[src/gfps_pkg.sv]
`timescale 1ns / 1ps
// Shared types and constants for the gRPC first-frame failure scanner.
// No dependencies; imported by the interfaces, the top level and the checker.
package gfps_pkg;

  // Parse phase of the body walker
  typedef enum logic [2:0] {
    PH_HEADER = 3'd0,
    PH_KEY    = 3'd1,
    PH_VALUE  = 3'd2,
    PH_LEN    = 3'd3,
    PH_SKIP   = 3'd4,
    PH_DONE   = 3'd5,
    PH_TRAIL  = 3'd6
  } phase_t;

  typedef enum logic [1:0] {
    ST_SUCCESS    = 2'd0,
    ST_REJECTED   = 2'd1,
    ST_INCOMPLETE = 2'd2,
    ST_COMPRESSED = 2'd3
  } status_t;

  // protobuf wire types that are accepted
  localparam logic [2:0] WT_VARINT  = 3'd0;
  localparam logic [2:0] WT_FIXED64 = 3'd1;
  localparam logic [2:0] WT_LEN     = 3'd2;
  localparam logic [2:0] WT_FIXED32 = 3'd5;

  localparam int unsigned FIELD_W    = 29;
  localparam logic [2:0]  HDR_BYTES  = 3'd5;
  localparam logic [3:0]  VARINT_MAX = 4'd10;
  localparam logic [31:0] FIXED64_LEN = 32'd8;
  localparam logic [31:0] FIXED32_LEN = 32'd4;

  localparam logic [FIELD_W-1:0] FAILURE_FIELD_RST = 29'd2;

  // register index, taken from paddr[2]
  localparam logic REG_FAILURE_FIELD = 1'b0;

endpackage

[src/gfps_if.sv]
`timescale 1ns / 1ps
// Valid/ready channel interfaces for the body byte stream and the status result.
// Depends on gfps_pkg.
interface gfps_body_if
  import gfps_pkg::*;
();
  logic       valid;
  logic       ready;
  logic       has_byte;
  logic [7:0] body_byte;
  logic       last_byte;

  modport source (output valid, has_byte, body_byte, last_byte, input ready);
  modport sink   (input valid, has_byte, body_byte, last_byte, output ready);
endinterface

interface gfps_status_if
  import gfps_pkg::*;
();
  logic    valid;
  logic    ready;
  status_t status;

  modport source (output valid, status, input ready);
  modport sink   (input valid, status, output ready);
endinterface

[src/grpc_frame_protobuf_failure_scan_top.sv]
`timescale 1ns / 1ps
// Top level of the gRPC first-frame failure scanner with its APB register.
// Depends on gfps_pkg and the channel interfaces in gfps_if.sv.
//
//  channel  | dir | payload                          | transfer
//  ---------+-----+----------------------------------+----------------------
//  body     | in  | has_byte, body_byte, last_byte   | valid & ready
//  result   | out | status[1:0]                      | valid & ready
//  apb      | in  | failure_field @ 0x0              | psel & penable & pwrite
//
// One byte is taken per cycle while body.ready is high; the status of a body
// sits in the output register the cycle after its last byte is transferred.
// The parse state updates in one pass from the current byte and state registers.
// body.ready drops only while a byte with last_byte is offered and the
// previous status has not been taken; other bytes flow regardless.
// rst is synchronous: clears the parser, the result and sets failure_field to 2.
module grpc_frame_protobuf_failure_scan_top
  import gfps_pkg::*;
(
  input  logic                 clk,
  input  logic                 rst,
  gfps_body_if.sink            body,
  gfps_status_if.source        result,
  input  logic                 psel,
  input  logic                 penable,
  input  logic                 pwrite,
  input  logic [2:0]           paddr,
  input  logic [31:0]          pwdata,
  output logic [31:0]          prdata,
  output logic                 pready
);

  // configuration
  logic [FIELD_W-1:0] failure_field;

  // parse state
  logic [2:0]  header_count, header_count_next;
  logic        compressed_seen, compressed_seen_next;
  logic [31:0] message_left, message_left_next;
  phase_t      parse_phase, parse_phase_next;
  logic [31:0] varint_accum, varint_accum_next;   // low 32 bits of the varint
  logic        varint_high, varint_high_next;     // some bit in [63:32] is set
  logic [3:0]  varint_bytes, varint_bytes_next;
  logic [31:0] skip_left, skip_left_next;
  logic        failure_seen, failure_seen_next;

  // result register
  logic    out_valid;
  status_t out_status;
  status_t status_next;

  logic in_fire, take, cfg_wr;

  // varint step
  logic [6:0]  payload7;
  logic [31:0] ins_low;
  logic        ins_high;
  logic [31:0] acc_upd;
  logic        high_upd;
  logic [3:0]  bytes_upd;
  logic        vi_done, vi_over;
  logic [2:0]  wire_kind;

  assign pready  = 1'b1;
  assign cfg_wr  = psel && penable && pwrite && (paddr[2] == REG_FAILURE_FIELD);
  assign prdata  = (paddr[2] == REG_FAILURE_FIELD) ? {3'b000, failure_field} : 32'd0;

  assign body.ready = !out_valid || result.ready || !body.last_byte;
  assign in_fire    = body.valid && body.ready;
  assign take       = in_fire && body.has_byte;

  assign result.valid  = out_valid;
  assign result.status = out_status;

  // place the 7 payload bits of this varint byte; bits past 63 drop out
  assign payload7 = body.body_byte[6:0];
  always_comb begin
    ins_low  = 32'd0;
    ins_high = 1'b0;
    unique case (varint_bytes)
      4'd0: ins_low = {25'd0, payload7};
      4'd1: ins_low = {18'd0, payload7, 7'd0};
      4'd2: ins_low = {11'd0, payload7, 14'd0};
      4'd3: ins_low = {4'd0, payload7, 21'd0};
      4'd4: begin
        ins_low  = {payload7[3:0], 28'd0};
        ins_high = |payload7[6:4];
      end
      4'd5, 4'd6, 4'd7, 4'd8: ins_high = |payload7;
      4'd9: ins_high = payload7[0];
      default: ;
    endcase
  end

  assign acc_upd   = varint_accum | ins_low;
  assign high_upd  = varint_high | ins_high;
  assign bytes_upd = varint_bytes + 4'd1;
  assign vi_done   = !body.body_byte[7];
  assign vi_over   = body.body_byte[7] && (bytes_upd >= VARINT_MAX);
  assign wire_kind = acc_upd[2:0];

  // next-state logic
  always_comb begin
    header_count_next    = header_count;
    compressed_seen_next = compressed_seen;
    message_left_next    = message_left;
    parse_phase_next     = parse_phase;
    varint_accum_next    = varint_accum;
    varint_high_next     = varint_high;
    varint_bytes_next    = varint_bytes;
    skip_left_next       = skip_left;
    failure_seen_next    = failure_seen;

    if (take) begin
      if (parse_phase == PH_HEADER) begin
        if (header_count == 3'd0) begin
          compressed_seen_next = (body.body_byte != 8'd0);
        end else begin
          message_left_next = {message_left[23:0], body.body_byte};
        end
        if (header_count + 3'd1 >= HDR_BYTES) begin
          header_count_next = HDR_BYTES;
          parse_phase_next  = (message_left_next == 32'd0) ? PH_TRAIL : PH_KEY;
        end else begin
          header_count_next = header_count + 3'd1;
        end
      end else if (parse_phase != PH_TRAIL) begin
        message_left_next = message_left - 32'd1;
        unique case (parse_phase)
          PH_KEY, PH_VALUE, PH_LEN: begin
            varint_accum_next = acc_upd;
            varint_high_next  = high_upd;
            varint_bytes_next = bytes_upd;
            if (vi_over) begin
              failure_seen_next = 1'b1;
              parse_phase_next  = PH_DONE;
            end else if (vi_done) begin
              varint_accum_next = 32'd0;
              varint_high_next  = 1'b0;
              varint_bytes_next = 4'd0;
              if (parse_phase == PH_KEY) begin
                if (!high_upd && (acc_upd[31:3] == failure_field)) begin
                  failure_seen_next = 1'b1;
                  parse_phase_next  = PH_DONE;
                end else begin
                  unique case (wire_kind)
                    WT_VARINT: parse_phase_next = PH_VALUE;
                    WT_LEN:    parse_phase_next = PH_LEN;
                    WT_FIXED64: begin
                      skip_left_next   = FIXED64_LEN;
                      parse_phase_next = PH_SKIP;
                    end
                    WT_FIXED32: begin
                      skip_left_next   = FIXED32_LEN;
                      parse_phase_next = PH_SKIP;
                    end
                    default: begin
                      failure_seen_next = 1'b1;
                      parse_phase_next  = PH_DONE;
                    end
                  endcase
                end
              end else if (parse_phase == PH_VALUE) begin
                parse_phase_next = PH_KEY;
              end else begin
                // length prefix must fit in what is left of the message
                if (high_upd || (acc_upd > message_left_next)) begin
                  failure_seen_next = 1'b1;
                  parse_phase_next  = PH_DONE;
                end else begin
                  skip_left_next   = acc_upd;
                  parse_phase_next = (acc_upd == 32'd0) ? PH_KEY : PH_SKIP;
                end
              end
            end
          end
          PH_SKIP: begin
            skip_left_next = skip_left - 32'd1;
            if (skip_left == 32'd1) parse_phase_next = PH_KEY;
          end
          default: ;
        endcase
        // message ended: anything but a clean field boundary is malformed
        if (message_left_next == 32'd0) begin
          if (parse_phase_next != PH_DONE &&
              (parse_phase_next != PH_KEY || varint_bytes_next != 4'd0)) begin
            failure_seen_next = 1'b1;
          end
          parse_phase_next = PH_TRAIL;
        end
      end
    end
  end

  // status of the body as it stands after this byte
  always_comb begin
    if (header_count_next < HDR_BYTES) begin
      status_next = ST_SUCCESS;
    end else if (parse_phase_next != PH_TRAIL) begin
      status_next = ST_INCOMPLETE;
    end else if (compressed_seen_next) begin
      status_next = ST_COMPRESSED;
    end else if (failure_seen_next) begin
      status_next = ST_REJECTED;
    end else begin
      status_next = ST_SUCCESS;
    end
  end

  always_ff @(posedge clk) begin
    if (rst) begin
      failure_field <= FAILURE_FIELD_RST;
    end else if (cfg_wr) begin
      failure_field <= pwdata[FIELD_W-1:0];
    end
  end

  always_ff @(posedge clk) begin
    if (rst || (in_fire && body.last_byte)) begin
      header_count    <= 3'd0;
      compressed_seen <= 1'b0;
      message_left    <= 32'd0;
      parse_phase     <= PH_HEADER;
      varint_accum    <= 32'd0;
      varint_high     <= 1'b0;
      varint_bytes    <= 4'd0;
      skip_left       <= 32'd0;
      failure_seen    <= 1'b0;
    end else begin
      header_count    <= header_count_next;
      compressed_seen <= compressed_seen_next;
      message_left    <= message_left_next;
      parse_phase     <= parse_phase_next;
      varint_accum    <= varint_accum_next;
      varint_high     <= varint_high_next;
      varint_bytes    <= varint_bytes_next;
      skip_left       <= skip_left_next;
      failure_seen    <= failure_seen_next;
    end
  end

  always_ff @(posedge clk) begin
    if (rst) begin
      out_valid <= 1'b0;
    end else if (in_fire && body.last_byte) begin
      out_valid <= 1'b1;
    end else if (result.ready) begin
      out_valid <= 1'b0;
    end
  end

  always_ff @(posedge clk) begin
    if (in_fire && body.last_byte) begin
      out_status <= status_next;
    end
  end

endmodule

[src/flat_wrapper.sv]
// flat-port wrapper written by rule: the top's interface ports become plain ports
module grpc_frame_protobuf_failure_scan_top_flat import gfps_pkg::*;
  (clk, rst, psel, penable, pwrite, paddr, pwdata, prdata, pready, body_valid, body_has_byte, body_body_byte, body_last_byte, body_ready, result_valid, result_status, result_ready);
  gfps_body_if body_i ();
  gfps_status_if result_i ();
  input  logic clk;
  input  logic rst;
  input  logic psel;
  input  logic penable;
  input  logic pwrite;
  input  logic [2:0] paddr;
  input  logic [31:0] pwdata;
  output logic [31:0] prdata;
  output logic pready;
  input wire logic [$bits(body_i.valid)-1:0] body_valid;
  input wire logic [$bits(body_i.has_byte)-1:0] body_has_byte;
  input wire logic [$bits(body_i.body_byte)-1:0] body_body_byte;
  input wire logic [$bits(body_i.last_byte)-1:0] body_last_byte;
  output wire logic [$bits(body_i.ready)-1:0] body_ready;
  output wire logic [$bits(result_i.valid)-1:0] result_valid;
  output wire logic [$bits(result_i.status)-1:0] result_status;
  input wire logic [$bits(result_i.ready)-1:0] result_ready;
  assign body_i.valid = body_valid;
  assign body_i.has_byte = body_has_byte;
  assign body_i.body_byte = body_body_byte;
  assign body_i.last_byte = body_last_byte;
  assign body_ready = body_i.ready;
  assign result_valid = result_i.valid;
  assign result_status = result_i.status;
  assign result_i.ready = result_ready;
  grpc_frame_protobuf_failure_scan_top u_core (.clk(clk), .rst(rst), .body(body_i), .result(result_i), .psel(psel), .penable(penable), .pwrite(pwrite), .paddr(paddr), .pwdata(pwdata), .prdata(prdata), .pready(pready));
endmodule
[config.mk]
export PLATFORM = sky130hd
export DESIGN_NAME = grpc_frame_protobuf_failure_scan_top_flat
export DESIGN_NICKNAME = d
export VERILOG_FILES = /design/src/gfps_pkg.sv /design/src/gfps_if.sv /design/src/grpc_frame_protobuf_failure_scan_top.sv /design/src/flat_wrapper.sv
export SDC_FILE = /design/constraint.sdc
export NUM_CORES = 1
export LEC_CHECK = 0
export ABC_AREA = 1
export BUFFER_PORTS_ARGS = -buffer_cell sky130_fd_sc_hd__buf_4
export CAP_MARGIN = 25
export CORE_MARGIN = 8
export CORE_UTILIZATION = 40
export DETAILED_ROUTE_END_ITERATION = 6
export SLEW_MARGIN = 10
export SYNTH_ARGS = -nofsm -noshare
export SYNTH_HDL_FRONTEND = slang
export SYNTH_SLANG_ARGS = --single-unit
[constraint.sdc]
create_clock -name clk -period 3.3 [get_ports clk]
set_input_delay 0.66 -clock clk [delete_from_list [all_inputs] [get_ports clk]]
set_output_delay 0.66 -clock clk [all_outputs]
set_load 0.01 [all_outputs]
==> impl_results.md, run 1 <==
- Syn. warnings: 0
- Wire length after detailed routing: 38660 um
- Average wire per standard cell: 17.66 um
- Post-layout min period: 3635 ps
- Pins Over Slew Limit: 0
- Number of enable flip-flop cells after synthesis: 2
- Hold bufs inserted after CTS: 0
- Maximum clock rate: 275.1 MHz
- TritonCTS buffer count: 17
- Mapped Area: 10270 sq um
- Total congestion overflow: 0
- Maximum number of pins on one net before global-route repair: 57
- Top-level I/O count: 89
- H-Tree Depth: 4
- Area of all placed cells without fillers: 13920 sq um
- Total Power: 5.876 mW
- Startpoint class of the critical path: flip-flop
- Clk Tree Root Cell: clkbuf_16
- Routability-driven placement congestion ratio: 0.9466
- Detailed Routing Iterations Pass 1: 5
- Post-Syn Area per Cell: 6.312 sq um
- Overall Global Routing Usage: 0.2400
- Crit share post-route: 1.102
- Post-route worst setup slack: -335.4 ps
- Worst Clk Skew: 13.93 ps
- Total power density per cell area: 422.1 nW/um^2
- Global-route wire length before repair: 59920 um
- Final layout net count: 1942
- Via count of the first global-routing pass: 10960
- Critical Path Fanout Max: 5
- Proportion of layout cells with a drive suffix above 1: 0.2517
- I/O Buffers: 79
- Number of remaining DRC errors: 0
- Sequential fraction of the synthesis area: 0.2768
- Largest voltage drop on the vdd net: 299.3 uV
- Distinct cells, synth: 55
- Layout-stage area growth over the synthesis result: 35.56%
- Detail Route Antenna Nets: 0
- Commonest register cell after synthesis: dfxtp_1
- Antenna violations before repair: 2
- Standard cell core area: 25180 sq um
- Flops & latches, synth: 141
- HPWL after DPL: 28380 um
- Result of the run: finished with violations
- Total setup violations reported at the end of the flow: 37
- Setup crit end kind: flip-flop
- Actual slew at the worst max-slew pin: 911.1 ps
- Skew-Pair Late Insertion Delay: 430 ps
- Non-Filler Instances: 2189
- Placed Cells incl. Taps: 2135
- Leakage power total: 6.199 nW
- Iter 0 DRT Violations: 1104
- Gate count after technology mapping: 1627
- Clock tree from TritonCTS: built
- Chip Height: 176.2 um
- Initial core utilization: 0.4078
- Number of placement rows: 58
- Max cap viols: 0
- Count of antenna diodes in the layout: 0
- Async set-or-reset flop fraction in the synthesized netlist: 0
- Rel. slew slack: 0.3870
- Violations in the final reports: setup timing
- Number of vias after detailed routing: 11920
- Via/cell ratio: 5.445
- Buffers from clock root to sink, at most: 2
- Hold Crit Class: in2reg
- Total count of hold-check failures in the final report: 0
- Clock input transition at the sequential cells of the worst setup and hold paths: 70 ps
- Setup repair after global routing missed its margin: true
- Floorplan die area: 31060 sq um
- CP arrival: 3970 ps
- Total placed instance area: 12330 sq um
- Chip Width: 176.2 um
- Critical Setup Path Class: reg2reg
- Clock tree sinks: 141
- CP Data Required Time: 3630 ps
metal layers:
metal,GRT usage,routed length [um],up-vias
li1,-,-,5808
met1,0.3294,17340,5508
met2,0.3684,16780,519
met3,0.05341,3375,80
met4,0.07312,1142,4
met5,0,22,-
final timing paths:
kind | startpoint | endpoint | slack [ps] | cells after the start
worst max-delay path | u_core.message_left[4]$_SDFFE_PP0P_ | u_core.skip_left[29]$_SDFFE_PP0P_ | -340 | 21
worst min-delay path | pwdata[1] | u_core.failure_field[1]$_SDFFE_PP1P_ | 440 | 3
worst max register to register | u_core.message_left[4]$_SDFFE_PP0P_ | u_core.skip_left[29]$_SDFFE_PP0P_ | -340 | 21
worst min register to register | u_core.varint_accum[22]$_SDFFE_PP0P_ | u_core.varint_accum[22]$_SDFFE_PP0P_ | 460 | 2
logic make-up (layout without fill, tap and decap cells):
logic type | count (synthesis) | after routing | share of synthesized area
buf+inv | 289 | 519 | 0.1117
compound gates | 363 | 363 | 0.2015
flops | 141 | 141 | 0.2768
other cells | 2 | 4 | 0.0007313
fa+ha+maj | 44 | 44 | 0.05361
simple gates | 747 | 747 | 0.3185
xor+xnor | 41 | 41 | 0.03716
area by class of cell:
class	instances	area [sq um]
Clock buffer	18	450.4
Clock inverter	14	206.4
Fill cell	2433	11260
Inverter	218	833.3
Multi-Input combinational cell	1199	6910
Sequential cell	141	2846
Tap cell	330	412.9
Timing Repair Buffer	269	2262
critical path, stage by stage (launching register included):
cell and delay (ps):
dfxtp_1 350, nor2_2 150, nand2_1 130, nor2_4 180
nand2_4 80, nor3b_4 250, xor2_1 200, inv_1 100
ha_1 280, nand2_1 60, nor2_2 130, nand2_2 90
nor4_4 270, nand2_1 100, nand2_2 90, nand2_2 70
buf_6 120, nand3_4 60, nand3_4 200, buf_6 220
buf_16 140, a221oi_2 240
timing repair:
action,4_1_cts,5_1_grt
buffers inserted,9,7
endpoints found under the setup margin,37,37
pin swaps,14,34
gates resized for setup,96,64
cloned,5,1
placed cells by master, fill, tap and decap left out, types with 6 or more instances in the layout:
cell | synthesis | routed
clkbuf_16 | 0 | 19
a31oi_1 | 10 | 8
nor2_4 | 5 | 12
inv_1 | 204 | 200
o21ai_0 | 136 | 116
a221oi_1 | 13 | 6
xor2_1 | 34 | 30
o21ai_4 | 0 | 6
nand2_4 | 4 | 6
nand3_2 | 9 | 12
xor2_2 | 3 | 6
nor2_2 | 8 | 21
nand3_1 | 74 | 69
a22oi_1 | 6 | 6
nand4_1 | 43 | 43
o21ai_2 | 3 | 15
a21oi_1 | 154 | 146
nand2_1 | 341 | 330
buf_12 | 0 | 7
a221oi_4 | 0 | 6
a211oi_2 | 1 | 7
dfxtp_1 | 139 | 136
inv_2 | 11 | 13
nor2_1 | 211 | 191
buf_6 | 4 | 6
nand2_2 | 11 | 20
a21oi_2 | 1 | 7
nor4_1 | 9 | 8
buf_4 | 4 | 248
nor3_1 | 24 | 24
ha_1 | 44 | 40
through the flow:
step	utilization	setup slack, ps	TNS [ps]	hold slack (ps)
global placement	0.4896	-277.0	-3496	443.2
finish	0.5529	-335.4	-9543	443.0
CTS	0.5366	-200.2	-3051	435.6
floorplan	-	5.436	0	436.6
global route	0.5529	-635.0	-18700	460.5
detailed placement	0.4896	-340.2	-6752	447.3
flip-flops by register name, indices dropped and copies added (netlist names):
name and flops:
u_core.compressed_seen 1, u_core.failure_field 29, u_core.failure_seen 1, u_core.header_count 3
u_core.message_left 32, u_core.parse_phase 3, u_core.result.status 2, u_core.result.valid 1
u_core.skip_left 32, u_core.varint_accum 32, u_core.varint_bytes 4, u_core.varint_high 1
Yosys cell counts (5+ instances only):
library cell / n / share of area
a22oi_1: 6 / 0.0044
ha_1: 44 / 0.054
inv_1: 204 / 0.075
nand2_2: 11 / 0.0067
nor3_1: 24 / 0.012
nand2_1: 341 / 0.12
a221oi_1: 13 / 0.011
clkbuf_1: 48 / 0.018
a211oi_1: 11 / 0.0080
inv_2: 11 / 0.0040
nand4_1: 43 / 0.026
o221a_2: 5 / 0.0055
a21oi_1: 154 / 0.075
nand3_2: 9 / 0.0088
nor2_2: 8 / 0.0049
nor2_4: 5 / 0.0055
nor2_1: 211 / 0.077
dfxtp_1: 139 / 0.27
nand3_1: 74 / 0.036
a31oi_1: 10 / 0.0061
xor2_1: 34 / 0.029
buf_2: 14 / 0.0068
nor4_1: 9 / 0.0055
o21ai_0: 136 / 0.066
where the power goes:
group          switching, mW  internal, mW
clock network          0.927          1.28
registers             0.0366          1.75
logic                   1.13         0.752
total                   2.09          3.78
Note: power is estimated with default switching activity, not from simulation.
==> inputs of run 2 (changes only) <==
==> constraint.sdc (replaced) <==
create_clock -name clk -period 4.5 [get_ports clk]
set_input_delay 0.9 -clock clk [delete_from_list [all_inputs] [get_ports clk]]
set_output_delay 0.9 -clock clk [all_outputs]
set_load 0.01 [all_outputs]
==> run 2 against run 1 <==
The flow now finishes without violations. Non-clock buffer count shrank 151. Critical endpoint is now u_core.skip_left[26]$_SDFFE_PP0P_. Critical path type unchanged. Largest cell class unchanged. Global-route usage down 1.1 points. Critical path depth is 2 higher.
==> impl_results.md, run 2 (synthesis gave the netlist of run 1 again) <==
- Setup slack of the most critical reg-to-reg path: 530 ps (was -340 ps)
- Clk Tree Root Cell: clkbuf_16 (unchanged)
- Global-route wire length before repair: 56630 um (was 59920 um)
- Number of remaining DRC errors: 0 (unchanged)
- Proportion of layout cells with a drive suffix above 1: 0.1312 (was 0.2517)
- Via/cell ratio: 5.450 (was 5.445)
- Total setup violations reported at the end of the flow: 0 (was 37)
- Count of antenna diodes in the layout: 0 (unchanged)
- Result of the run: completed (was finished with violations)
- Worst Hold Margin: 459.1 ps (was 443.0 ps)
- Clock input transition at the sequential cells of the worst setup and hold paths: 80 ps (was 70 ps)
- Number of placement rows: 58 (unchanged)
- HPWL after DPL: 26680 um (was 28380 um)
- Critical Setup Path Class: reg2reg (unchanged)
- Max cap viols: 0 (unchanged)
- Skew-Pair Late Insertion Delay: 440 ps (was 430 ps)
- Total power density per cell area: 321.4 nW/um^2 (was 422.1 nW/um^2)
- Clock tree from TritonCTS: built (unchanged)
- Layout-stage area growth over the synthesis result: 15.72% (was 35.56%)
- Standard cell core area: 25180 sq um (unchanged)
- Overall Global Routing Usage: 0.2287 (was 0.2400)
- Via count of the first global-routing pass: 10120 (was 10960)
- Hold Crit Class: reg2reg (was in2reg)
- Largest voltage drop on the vdd net: 175.9 uV (was 299.3 uV)
- Chip Width: 176.2 um (unchanged)
- Rel. slew slack: 0.4640 (was 0.3870)
- Hold bufs inserted after CTS: 0 (unchanged)
- Top-level I/O count: 89 (unchanged)
- Total placed instance area: 11290 sq um (was 12330 sq um)
- Wire length after detailed routing: 35830 um (was 38660 um)
- Pins Over Slew Limit: 0 (unchanged)
- Initial core utilization: 0.4078 (unchanged)
- Average wire per standard cell: 17.59 um (was 17.66 um)
- Routability-driven placement congestion ratio: 0.9171 (was 0.9466)
- Most frequent cells in the layout: nand2_1 (340), nor2_1 (211), inv_1 (204) (was nand2_1 (330), buf_4 (248), inv_1 (200))
- Detail Route Antenna Nets: 0 (unchanged)
- Iter 0 DRT Violations: 1021 (was 1104)
- Crit share post-route: 0.8821 (was 1.102)
- Critical Path Fanout Max: 34 (was 5)
- Setup crit end kind: flip-flop (unchanged)
- Regs by FF count: u_core.message_left (32), u_core.skip_left (32), u_core.varint_accum (32) (unchanged)
- CP Data Required Time: 4830 ps (was 3630 ps)
- H-Tree Depth: 4 (unchanged)
- I/O Buffers: 79 (unchanged)
- Floorplan die area: 31060 sq um (unchanged)
- Antenna violations before repair: 0 (was 2)
- Total count of hold-check failures in the final report: 0 (unchanged)
- Startpoint class of the critical path: flip-flop (unchanged)
- Commonest non-fill, non-tap cell in the layout: nand2_1 (unchanged)
- Post-layout min period: 3969 ps (was 3635 ps)
- Total Power: 3.820 mW (was 5.876 mW)
- TritonCTS buffer count: 17 (unchanged)
- CP arrival: 4300 ps (was 3970 ps)
- Final layout net count: 1791 (was 1942)
- Setup repair after global routing missed its margin: false (was true)
- Leakage power total: 5.256 nW (was 6.199 nW)
- Worst Clk Skew: 22.41 ps (was 13.93 ps)
- Detailed Routing Iterations Pass 1: 5 (unchanged)
- Area of all placed cells without fillers: 11880 sq um (was 13920 sq um)
- Clock tree sinks: 141 (unchanged)
- Chip Height: 176.2 um (unchanged)
- Maximum clock rate: 251.9 MHz (was 275.1 MHz)
- Maximum number of pins on one net before global-route repair: 57 (unchanged)
- Number of vias after detailed routing: 11100 (was 11920)
- Total congestion overflow: 0 (unchanged)
- Buffers from clock root to sink, at most: 2 (unchanged)
- Actual slew at the worst max-slew pin: 803.1 ps (was 911.1 ps)
- Final setup TNS: 0 ps (was -9543 ps)
-- run 2: cell type report --
type	count	area, sq um
Fill cell	2621	13300
Multi-Input combinational cell	1199	6307
Sequential cell	141	2843
Timing Repair Buffer	118	910.9
Inverter	218	818.3
Clock buffer	19	464.2
Tap cell	330	412.9
Clock inverter	12	127.6
-- run 2: stage by stage --
| step | utilization | setup WS (ps) | instances |
|---|---|---|---|
| floorplan | - | 1065 | 1629 |
| global placement | 0.4482 | 560.6 | 2006 |
| detailed placement | 0.4482 | 512.1 | 2006 |
| CTS | 0.4717 | 492.0 | 2037 |
| global route | 0.4719 | 60.09 | 2037 |
| finish | 0.4719 | 530.6 | 2037 |
-- run 2: power breakdown --
group          total (mW)  switching, mW  internal (mW)
Sequential           1.32         0.0342           1.28
Combinational        1.04          0.704          0.334
Clock                1.47          0.644          0.822
Total                3.82           1.38           2.44
-- run 2: final timing paths --
kind | startpoint | end | cells past startpoint
hold / removal | u_core.varint_accum[31]$_SDFFE_PP0P_ | u_core.varint_accum[31]$_SDFFE_PP0P_ | 2
hold reg to reg | u_core.varint_accum[31]$_SDFFE_PP0P_ | u_core.varint_accum[31]$_SDFFE_PP0P_ | 2
setup reg to reg | u_core.message_left[0]$_SDFFE_PP0P_ | u_core.skip_left[26]$_SDFFE_PP0P_ | 23
setup / recovery | u_core.message_left[0]$_SDFFE_PP0P_ | u_core.skip_left[26]$_SDFFE_PP0P_ | 23
-- run 2: what timing repair did --
action	4_1_cts	5_1_grt
buffers inserted	0	0
setup endpoints to repair	0	14
gates resized for setup	0	1
-- run 2: worst max-delay path: stages (launching register included) --
cell and delay, ps:
dfxtp_1 350, inv_1 190, ha_1 210, nand2_1 90
nor2_2 130, buf_4 160, nand2_1 90, nor3b_2 280
xor2_1 220, inv_1 110, ha_1 290, nand2_1 40
nor2_1 120, nand2_1 110, nor4_2 180, nand2_1 90
nand2_1 110, nand2_1 80, nand3_1 90, nand3_2 260
inv_2 180, buf_12 190, a21oi_1 80, a311oi_1 200
-- run 2: per-layer routing --
| metal | part of all wire | vias up | GRT usage |
|---|---|---|---|
| li1 | - | 5496 | - |
| met1 | 0.45 | 5051 | 0.3115 |
| met2 | 0.43 | 483 | 0.3462 |
| met3 | 0.086 | 71 | 0.05042 |
| met4 | 0.033 | 0 | 0.08795 |
| met5 | 0 | - | 0 |
==> inputs of run 3 (changes only) <==
--- a/config.mk
+++ b/config.mk
@@ -6,11 +6,12 @@
 export NUM_CORES = 1
 export LEC_CHECK = 0
 export ABC_AREA = 1
-export BUFFER_PORTS_ARGS = -buffer_cell sky130_fd_sc_hd__buf_4
 export CAP_MARGIN = 25
 export CORE_MARGIN = 8
 export CORE_UTILIZATION = 40
 export DETAILED_ROUTE_END_ITERATION = 6
+export DONT_BUFFER_PORTS = 1
+export REMOVE_ABC_BUFFERS = 1
 export SLEW_MARGIN = 10
 export SYNTH_ARGS = -nofsm -noshare
 export SYNTH_HDL_FRONTEND = slang
==> constraint.sdc (replaced) <==
create_clock -name clk -period 3.3 [get_ports clk]
set_input_delay 0.66 -clock clk [delete_from_list [all_inputs] [get_ports clk]]
set_output_delay 0.66 -clock clk [all_outputs]
set_load 0.01 [all_outputs]
==> run 3 against run 2 <==
First-iteration DRC count increased by 2.0%. Wire length increased by 6.3%. Hold slack got worse by 120 ps. Final cell count increased by 4.9%. The run now ends with setup timing left. Clock power increased by 37%. Core utilization increased by 6.4 points. Highest routed layer unchanged. Clock skew increased by 2.0 ps.
==> impl_results.md, run 3 (synthesis gave the netlist of run 1 again) <==
- Final layout net count: 1889 (was 1791)
- Clock input transition at the sequential cells of the worst setup and hold paths: 80 ps (about the same)
- Iter 0 DRT Violations: 1041 (was 1021)
- TritonCTS buffer count: 17 (unchanged)
- Detail Route Antenna Nets: 0 (unchanged)
- Maximum number of pins on one net before global-route repair: 55 (was 57)
- H-Tree Depth: 4 (unchanged)
- I/O Buffers: 0 (was 79)
- Detailed Routing Iterations Pass 1: 5 (unchanged)
- Overall Global Routing Usage: 0.2398 (was 0.2287)
- Standard cell core area: 25180 sq um (unchanged)
- Total power density per cell area: 425.6 nW/um^2 (was 321.4 nW/um^2)
- Proportion of layout cells with a drive suffix above 1: 0.2475 (was 0.1312)
- CP top delay family: simple AND/OR/NAND/NOR gates (unchanged)
- Buffer and inverter count on the worst path: 5 (unchanged)
- Count of antenna diodes in the layout: 0 (unchanged)
- Global-route wire length before repair: 58460 um (was 56630 um)
- Clk Tree Root Cell: clkbuf_16 (unchanged)
- Skew-Pair Late Insertion Delay: 450 ps (was 440 ps)
- Average wire per standard cell: 17.84 um (was 17.59 um)
- Result of the run: finished with violations (was completed)
- Initial core utilization: 0.4078 (unchanged)
- Post-route worst setup slack: -301.1 ps (was 530.6 ps)
- CP Data Required Time: 3630 ps (was 4830 ps)
- Hold bufs inserted after CTS: 0 (unchanged)
- Total congestion overflow: 0 (unchanged)
- Number of remaining DRC errors: 0 (unchanged)
- Crit share post-route: 1.091 (was 0.8821)
- Rel. slew slack: 0.4579 (was 0.4640)
- CP arrival: 3940 ps (was 4300 ps)
- Commonest non-fill, non-tap cell in the layout: nand2_1 (unchanged)
- Area of all placed cells without fillers: 13510 sq um (was 11880 sq um)
- Chip Height: 176.2 um (unchanged)
- Hold Crit Class: in2reg (was reg2reg)
- Critical Setup Path Class: reg2reg (unchanged)
- Critical Path Fanout Max: 7 (was 34)
- Number of vias after detailed routing: 11560 (was 11100)
- Antenna violations before repair: 1 (was 0)
- Wire length after detailed routing: 38100 um (was 35830 um)
- Cell with the largest stage delay on the worst path: dfxtp_2 (was dfxtp_1)
- Via count of the first global-routing pass: 10860 (was 10120)
- Max cap viols: 0 (unchanged)
- Final setup TNS: -7473 ps (was 0 ps)
- Total placed instance area: 11780 sq um (was 11290 sq um)
- Routability-driven placement congestion ratio: 0.9379 (was 0.9171)
- Leakage power total: 5.908 nW (was 5.256 nW)
- Total setup violations reported at the end of the flow: 36 (was 0)
- Clock tree from TritonCTS: built (unchanged)
- Startpoint class of the critical path: flip-flop (unchanged)
- Dpl ws: -485.5 ps (was 512.1 ps)
- Clock tree sinks: 141 (unchanged)
- Actual slew at the worst max-slew pin: 813.2 ps (was 803.1 ps)
- Worst Clk Skew: 24.41 ps (was 22.41 ps)
- Largest voltage drop on the vdd net: 315.2 uV (was 175.9 uV)
- Pins Over Slew Limit: 0 (unchanged)
- Setup repair after global routing missed its margin: true (was false)
- Regs by FF count: u_core.message_left (32), u_core.skip_left (32), u_core.varint_accum (32) (unchanged)
- Top-level I/O count: 89 (unchanged)
- Setup crit end kind: flip-flop (unchanged)
- Violations in the final reports: setup timing
- Floorplan die area: 31060 sq um (unchanged)
- Largest stage delay on the critical path: 350 ps (about the same)
- Maximum clock rate: 277.7 MHz (was 251.9 MHz)
- Chip Width: 176.2 um (unchanged)
- Most frequent cell on the critical path: nand2_2 (was nand2_1)
- Finished Core Util: 0.5364 (was 0.4719)
- Layout-stage area growth over the synthesis result: 31.52% (was 15.72%)
- HPWL after DPL: 28220 um (was 26680 um)
- Most frequent cells in the layout: nand2_1 (322), inv_1 (198), buf_4 (194) (was nand2_1 (340), nor2_1 (211), inv_1 (204))
- Total count of hold-check failures in the final report: 0 (unchanged)
- Via/cell ratio: 5.413 (was 5.450)
- Post-layout min period: 3601 ps (was 3969 ps)
- Buffers from clock root to sink, at most: 2 (unchanged)
- Number of placement rows: 58 (unchanged)
-- run 3: per-layer routing --
layer / wire length [um] / GRT usage / vias to the layer above
met2: 16700 / 0.3723 / 431
met4: 1914 / 0.1286 / 0
li1: - / - / 5707
met5: 0 / 0 / -
met3: 2714 / 0.04358 / 89
met1: 16770 / 0.3116 / 5336
-- run 3: what timing repair did --
item	CTS	global route
resized for setup	77	129
pin swaps	28	56
endpoints found under the setup margin	37	38
setup buffers	22	9
gates cloned	4	1
-- run 3: worst reg2reg max path: stages (launching register included) --
cell and delay [ps]:
dfxtp_2 350, nor2_4 100, buf_4 120, nand2_2 50
nor2_2 120, nand2_2 90, nor2_4 150, buf_6 130
nand2_4 50, nor2_4 130, xor2_4 100, ha_1 300
nand2_1 60, nor2_2 130, nand2_2 90, nor4_4 260
nand2_1 100, nand2_2 110, nand2_2 80, buf_6 120
nand3_4 50, nand3_4 200, inv_8 160, buf_6 130
a21oi_1 60, a311oi_1 250
-- run 3: worst paths after layout --
path                                              from                              endpoint  slack (ps)  cells past startpoint
hold reg to reg   u_core.varint_accum[15]$_SDFFE_PP0P_  u_core.varint_accum[15]$_SDFFE_PP0P_         460                      2
setup / recovery   u_core.message_left[5]$_SDFFE_PP0P_     u_core.skip_left[26]$_SDFFE_PP0P_        -300                     25
setup reg to reg   u_core.message_left[5]$_SDFFE_PP0P_     u_core.skip_left[26]$_SDFFE_PP0P_        -300                     25
hold / removal                               pwdata[1]  u_core.failure_field[1]$_SDFFE_PP1P_         340                      2
-- run 3: where the power goes --
group | switching [mW] | total, mW | internal (mW) | leakage, nW
Clock | 0.973 | 2.01 | 1.04 | 0.301
Combinational | 1.15 | 1.95 | 0.797 | 4.46
Sequential | 0.0426 | 1.79 | 1.75 | 1.15
-- run 3: layout make-up --
type,instances,area (sq um)
clock buffers,17,425.4
clock inverters,15,196.4
fillers,2457,11670
inverters,218,830.8
multi-input cells,1199,6970
flip-flops and latches,141,2860
well taps,330,412.9
repair buffers,216,1810
-- run 3: stage by stage --
step           hold slack, ps  total power [mW]  cells
3_5_place_dp            447.8             3.460   2070
2_1_floorplan           436.6             2.757   1558
4_1_cts                 334.4             5.582   2128
6_report                344.1             5.748   2136
5_1_grt                 374.2             6.033   2136
3_3_place_gp            444.2             3.445   2070
